File: config.mk
export PLATFORM = sky130hd
export DESIGN_NAME = rse_lfsr
export DESIGN_NICKNAME = d
export VERILOG_FILES = /design/src/design/rse_pkg.sv /design/src/design/rse_lfsr.sv
export SDC_FILE = /design/constraint.sdc
export NUM_CORES = 2
export LEC_CHECK = 0
export ABC_AREA = 1
export ABC_CLOCK_PERIOD_IN_PS = 9000
export BUFFER_PORTS_ARGS = -buffer_cell sky130_fd_sc_hd__buf_4
export CORE_MARGIN = 2
export CORE_UTILIZATION = 68
export CTS_CLUSTER_DIAMETER = 80
export DETAILED_ROUTE_END_ITERATION = 10
export PLACE_DENSITY = 0.95
export SLEW_MARGIN = 20
export SYNTH_ARGS = -nofsm -noshare
export SYNTH_HDL_FRONTEND = slang
export SYNTH_SLANG_ARGS = --single-unit
export TNS_END_PERCENT = 100
File: constraint.sdc
create_clock -name clk_i -period 9 [get_ports clk_i]
set_clock_uncertainty 0.1 [all_clocks]
set_input_delay 0.9 -clock clk_i [delete_from_list [all_inputs] [get_ports clk_i]]
set_output_delay 0.9 -clock clk_i [all_outputs]
set_load 0.02 [all_outputs]
File: src/design/rse_pkg.sv
// ---------------------------------------------------------------------------
// rse_pkg
// Shared constants, types and GF(256) arithmetic for the Reed-Solomon encoder.
// ---------------------------------------------------------------------------
`timescale 1ns / 1ps
`default_nettype none

package rse_pkg;

  localparam int MaxParityPairs = 16;
  localparam int MaxPar         = 2 * MaxParityPairs;
  localparam int MaxCodeLen     = 255;
  localparam int SymW           = 8;
  localparam int IdxW           = $clog2(MaxPar);
  localparam int NbW            = $clog2(MaxPar + 1);

  // register indexes on the configuration port
  localparam logic [1:0] RegFieldPoly   = 2'd0;
  localparam logic [1:0] RegParityPairs = 2'd1;
  localparam logic [1:0] RegDataLen     = 2'd2;

  typedef logic [MaxPar-1:0][SymW-1:0] rse_vec_t;

  // effective configuration as seen by the datapath
  typedef struct packed {
    logic [SymW-1:0] red;
    logic [NbW-1:0]  nb;
    logic [SymW-1:0] k;
    logic            bad;
  } rse_cfg_t;

  function automatic logic [SymW-1:0] gf_mul(input logic [SymW-1:0] a,
                                             input logic [SymW-1:0] b,
                                             input logic [SymW-1:0] red);
    logic [SymW-1:0] x;
    logic [SymW-1:0] acc;
    logic            carry;
    x   = a;
    acc = '0;
    for (int i = 0; i < SymW; i++) begin
      if (b[i]) acc = acc ^ x;
      carry = x[SymW-1];
      x     = {x[SymW-2:0], 1'b0};
      if (carry) x = x ^ red;
    end
    return acc;
  endfunction

endpackage

`default_nettype wire

File: src/design/rse_lfsr.sv
// ---------------------------------------------------------------------------
// rse_lfsr
// Input register and LFSR division register; hands the remainder over on the
// last data word of a message.
// ---------------------------------------------------------------------------
`timescale 1ns / 1ps
`default_nettype none

module rse_lfsr (
  input  wire logic                     clk_i,
  input  wire logic                     rst_ni,
  input  wire logic                     clear_i,
  input  wire logic                     hold_i,
  input  wire rse_pkg::rse_cfg_t        cfg_i,
  input  wire rse_pkg::rse_vec_t        gen_i,
  input  wire logic                     valid_i,
  output logic                          ready_o,
  input  wire logic [rse_pkg::SymW-1:0] symbol_i,
  input  wire logic                     buf_free_i,
  output logic                          load_o,
  output rse_pkg::rse_vec_t             rem_o
);

  logic                     in_valid_q;
  logic [rse_pkg::SymW-1:0] data_q;
  rse_pkg::rse_vec_t        rem_q, rem_d;
  logic [rse_pkg::SymW-1:0] cnt_q;
  logic [rse_pkg::IdxW-1:0] top_idx;
  logic [rse_pkg::SymW-1:0] fb;
  logic                     final_word;
  logic                     advance;

  assign top_idx    = rse_pkg::IdxW'(cfg_i.nb - rse_pkg::NbW'(1));
  assign fb         = rem_q[top_idx] ^ data_q;
  assign final_word = (cnt_q == cfg_i.k - rse_pkg::SymW'(1));
  // the last word waits until the parity buffer can take the remainder
  assign advance    = in_valid_q && !hold_i && (!final_word || buf_free_i);
  assign ready_o    = !hold_i && (!in_valid_q || advance);

  always_comb begin
    rem_d[0] = rse_pkg::gf_mul(fb, gen_i[0], cfg_i.red);
    for (int j = 1; j < rse_pkg::MaxPar; j++) begin
      rem_d[j] = rse_pkg::gf_mul(fb, gen_i[j], cfg_i.red) ^ rem_q[j-1];
    end
  end

  always_ff @(posedge clk_i or negedge rst_ni) begin
    if (!rst_ni) begin
      in_valid_q <= 1'b0;
      rem_q      <= '0;
      cnt_q      <= '0;
    end else if (clear_i) begin
      in_valid_q <= 1'b0;
      rem_q      <= '0;
      cnt_q      <= '0;
    end else begin
      if (ready_o) in_valid_q <= valid_i;
      if (advance) begin
        if (final_word) begin
          rem_q <= '0;
          cnt_q <= '0;
        end else begin
          rem_q <= rem_d;
          cnt_q <= cnt_q + rse_pkg::SymW'(1);
        end
      end
    end
  end

  always_ff @(posedge clk_i) begin
    if (ready_o && valid_i) data_q <= symbol_i;
  end

  assign load_o = advance && final_word;
  assign rem_o  = rem_d;

endmodule

`default_nettype wire

==> impl_metrics.tcl, run 1 <==
set metrics [dict create \
    synthFlopType "dfrtp_1" \
    gr-usage-all-layers_pct 73.3 \
    numCtsBuffers 42 \
    status "stopped before the end" \
    place.gp.congestion 1.22 \
    syn-num-nets 11200 \
    cts_sinks 273 \
    synth_cell_types 43 \
    initial_utilization_pct 68.4 \
    grt_pass1_vias 78000 \
    place_inst 12100 \
    clockBufferDepth 3 \
    port_buffers 548 \
    ios 551 \
    syn_inst 10900 \
    ys_ff_latch 273 \
    async_flop_share_pct 97.1 \
    fp-row-count 105 \
    cts-hold-fix-buffers 0 \
    grt_pass1_wl_um 474000 \
    ys_seq_area_share_pct 12.3 \
    cts_resized 0 \
    netlist_area_um2 55900 \
    dp_hpwl_um 202000 \
    ctsRootBufferMaster "clkbuf_16" \
    tool.error "[ERROR GRT-0116] Global routing finished with congestion. Check the congestion regions in the DRC Viewer." \
    failing_step "global routing (5_1_grt)" \
    syn_avg_cell_area_um2 5.12 \
    synth_edf_count 8 \
    die_y_um 291 \
    grt-ovfl-total 157 \
    post_cts_buffers 0 \
    grt_max_degree 175 \
    synth_warnings 0 \
    h-tree-depth 2 \
    die_w_um 291 \
]
## per-stage QoR
stage / area [um^2] / setup WS [ps] / util, %
after detailed placement: 59800 / 468 / 73.2
after CTS: 61300 / 429 / 75.0
after floorplan: 55900 / 2570 / -
after global placement: 59800 / 675 / 73.2
## logic make-up after synthesis
kind of cell               Yosys count  synth area share [%]
AOI/OAI and AO/OA                  364                  3.81
and+or+nand+nor                   7961                  61.2
xor gates and xnor gates           668                  10.5
DFF                                273                  12.3
buffers and inverters             1650                  12.1
adders and majority gates            3                0.0672
## Yosys cell counts, types with 9 or more instances
cell type,instances,share of area [%]
and2_1,52,0.58
o211ai_1,26,0.35
buf_2,147,1.3
nand3b_1,359,4.8
a21oi_1,34,0.30
or2_1,10,0.11
xnor2_1,315,4.9
inv_2,36,0.24
clkbuf_1,342,2.3
nand4_1,267,3.0
o21bai_1,85,1.1
xor2_1,351,5.5
nand3_1,1405,13
nand2_2,33,0.37
nand3_2,9,0.16
nand2_1,5253,35
buf_6,24,0.48
buf_4,56,0.75
nor2_2,12,0.13
or2_2,33,0.37
dfrtp_1,265,12
inv_1,977,6.6
o21ai_0,207,1.9
buf_1,62,0.42
nor2_1,504,3.4
## per-layer routing
layer | GRT usage, % | GRT overflow
met5 | 32.4 | 0
met4 | 73.6 | 84
met3 | 58.8 | 1
met2 | 87.7 | 70
met1 | 73.8 | 2
==> run 2: changes to the inputs <==
--- a/config.mk
+++ b/config.mk
@@ -9,10 +9,9 @@
 export ABC_CLOCK_PERIOD_IN_PS = 9000
 export BUFFER_PORTS_ARGS = -buffer_cell sky130_fd_sc_hd__buf_4
 export CORE_MARGIN = 2
-export CORE_UTILIZATION = 68
-export CTS_CLUSTER_DIAMETER = 80
+export CORE_UTILIZATION = 40
 export DETAILED_ROUTE_END_ITERATION = 10
-export PLACE_DENSITY = 0.95
+export PLACE_DENSITY_LB_ADDON = 0.15
 export SLEW_MARGIN = 20
 export SYNTH_ARGS = -nofsm -noshare
 export SYNTH_HDL_FRONTEND = slang
==> run 2 against run 1 <==
  * The run now ends clean
  * Synthesized cell count did not move
  * Area after synthesis stayed put
==> impl_metrics.tcl, run 2 <==
set metrics [dict create \
    fin_crit_sh_pct 96.2 \
    r2r_start "rem_q[191]$_DFFE_PN0P_" \
    ant_nets 0 \
    worstPathArrival_ps 7660 \
    numCtsBuffers 45 \
    syn_inst 10900 \
    max_stage_delay_ps 540 \
    h-tree-depth 2 \
    wl_per_cell_um 26.1 \
    crit_buf_inv 9 \
    grt_max_degree 129 \
    synthFlopType "dfrtp_1" \
    status "complete, no violations" \
    syn-num-nets 11200 \
    ys_ff_latch 273 \
    grt-ovfl-total 0 \
    core_area_um2 139000 \
    power.leakage_nw 37.7 \
    critPathLaunch "cfg_i[10]" \
    gr-usage-all-layers_pct 47.7 \
    yosys-top-cells-count "nand2_1, nand3_1, inv_1" \
    clk_pin_slew_worst_paths_ps 60 \
    cp_top_family "simple AND/OR/NAND/NOR gates" \
    peakVddDrop_mv 0.384 \
    ys_seq_area_share_pct 12.3 \
    r2r_slack_ps 2650 \
    layout-drive-gt1-share_pct 11.7 \
    cp_common_cell "nand2_1" \
    cts_sinks 273 \
    cts-hold-fix-buffers 0 \
    critPathMaxFanout 32 \
    fmax_ghz 0.115 \
    drv_cap 0 \
    tns_ps 0 \
    largestRegisters "rem_q x256, cnt_q x8, data_q x8" \
    yosysMostFrequentCell "nand2_1" \
    tightest_slew_ps 1130 \
    relSlewSlack_pct 24.7 \
    largest-register "rem_q" \
    post_cts_buffers 0 \
    rsz0062_at_grt "false" \
    synth_cell_types 43 \
    total_power_mw 28.9 \
    ctsRootBufferMaster "clkbuf_16" \
    synth_warnings 0 \
    clockBufferDepth 3 \
    layout_commonest_cell "nand2_1" \
    antenna_found_initial 69 \
    ios 551 \
    nets 11700 \
    grt_pass1_vias 68700 \
    final_cell_mix "nand2_1, nand3_1, buf_4, inv_1, nor2_1" \
    fin_crit_ps 8660 \
    crit_required_ps 8000 \
    drc 0 \
    p_per_area_nw_per_um2 434 \
    die_y_um 378 \
    die-area_um2 143000 \
    num_vias 76900 \
    vias_per_cell 5.73 \
    totalWireLength_um 351000 \
    largest_register_ffs 256 \
    synth_top_area_share_pct 35.3 \
    syn_avg_cell_area_um2 5.12 \
    synth_top_cell_by_area "nand2_1" \
    netlist_area_um2 55900 \
    async_flop_share_pct 97.1 \
    grt_pass1_wl_um 489000 \
    initial_utilization_pct 40.2 \
    hold_viol 0 \
    port_buffers 548 \
    start_kind "input pin" \
    drv_slew 0 \
    netlist_top_cells_area "nand2_1, nand3_1, dfrtp_1, inv_1, xor2_1" \
    cts_tree "yes" \
    setup_viol 0 \
    drtIter0Drc 9194 \
    end_kind "output port" \
    place.gp.congestion 1.04 \
    insertion_delay_ps 690 \
    areaGrowthSynthToFinish_pct 19.2 \
    worstHoldPathType "in -> async" \
    dp_hpwl_um 259000 \
    path_class "in -> out" \
    cp_slowest_cell "buf_4" \
    die_w_um 378 \
    fp-row-count 137 \
    synth_edf_count 8 \
    first_pass_iters 9 \
    cts_resized 0 \
]
-- run 2: report_power, final --
group | internal, mW | total, mW | switching [mW] | leakage, nW
Clock | 1.24 | 2.08 | 0.841 | 0.792
Combinational | 8.80 | 25.2 | 16.4 | 33.2
Sequential | 1.37 | 1.58 | 0.207 | 3.74
Total | 11.4 | 28.9 | 17.5 | 37.7
-- run 2: cell families after synthesis --
| logic type | count (synthesis) | share of synthesized area, % |
|---|---|---|
| adder cells (fa/ha/maj) | 3 | 0.0672 |
| flip-flops | 273 | 12.3 |
| buffers and inverters | 1650 | 12.1 |
| AND/OR/NAND/NOR | 7961 | 61.2 |
| XOR/XNOR | 668 | 10.5 |
| AO/OA/AOI/OAI | 364 | 3.81 |
-- run 2: worst paths after layout --
| kind | end | cells past startpoint |
|---|---|---|
| max reg2reg | rem_q[211]$_DFFE_PN0P_ | 34 |
| min | rem_q[195]$_DFFE_PN0P_ | 1 |
| max in group asynchronous | rem_q[58]$_DFFE_PN0P_ | 3 |
| min in group clk_i | in_valid_q$_DFFE_PN0P_ | 2 |
| max | rem_o[212] | 35 |
| min reg2reg | rem_q[252]$_DFFE_PN0P_ | 2 |
-- run 2: layout make-up --
type                            instances  area [um^2]
Antenna cell                           64          160
Clock buffer                           65         1350
Timing Repair Buffer                 1110         9440
Tap cell                             1876         2350
Fill cell                           15100        72400
Inverter                             1019         3840
Clock inverter                         16          267
Sequential cell                       273         6870
Multi-Input combinational cell       8996        42300
-- run 2: layer usage --
| layer | routed length (um) | vias to the layer above | global-route usage [%] |
|---|---|---|---|
| li1 | - | 35300 | - |
| met1 | 125000 | 35400 | 54.2 |
| met2 | 148000 | 4833 | 73.0 |
| met3 | 38700 | 1371 | 11.7 |
| met4 | 39300 | 28 | 45.6 |
| met5 | 171 | - | 0 |
-- run 2: metrics by stage --
| stage | instance area, um^2 | setup slack, ps | util (%) | std cells | hold WS, ps |
|---|---|---|---|---|---|
| floorplan | 55900 | 2570 | - | 10900 | 349 |
| global placement | 64800 | 721 | 46.6 | 13300 | 368 |
| detailed placement | 64800 | 738 | 46.6 | 13300 | 366 |
| CTS | 66400 | 710 | 47.8 | 13400 | 154 |
| global route | 66600 | 313 | 47.9 | 13400 | 191 |
| finish | 66600 | 341 | 47.9 | 13400 | 142 |
Note: power is estimated with default switching activity, not from simulation.
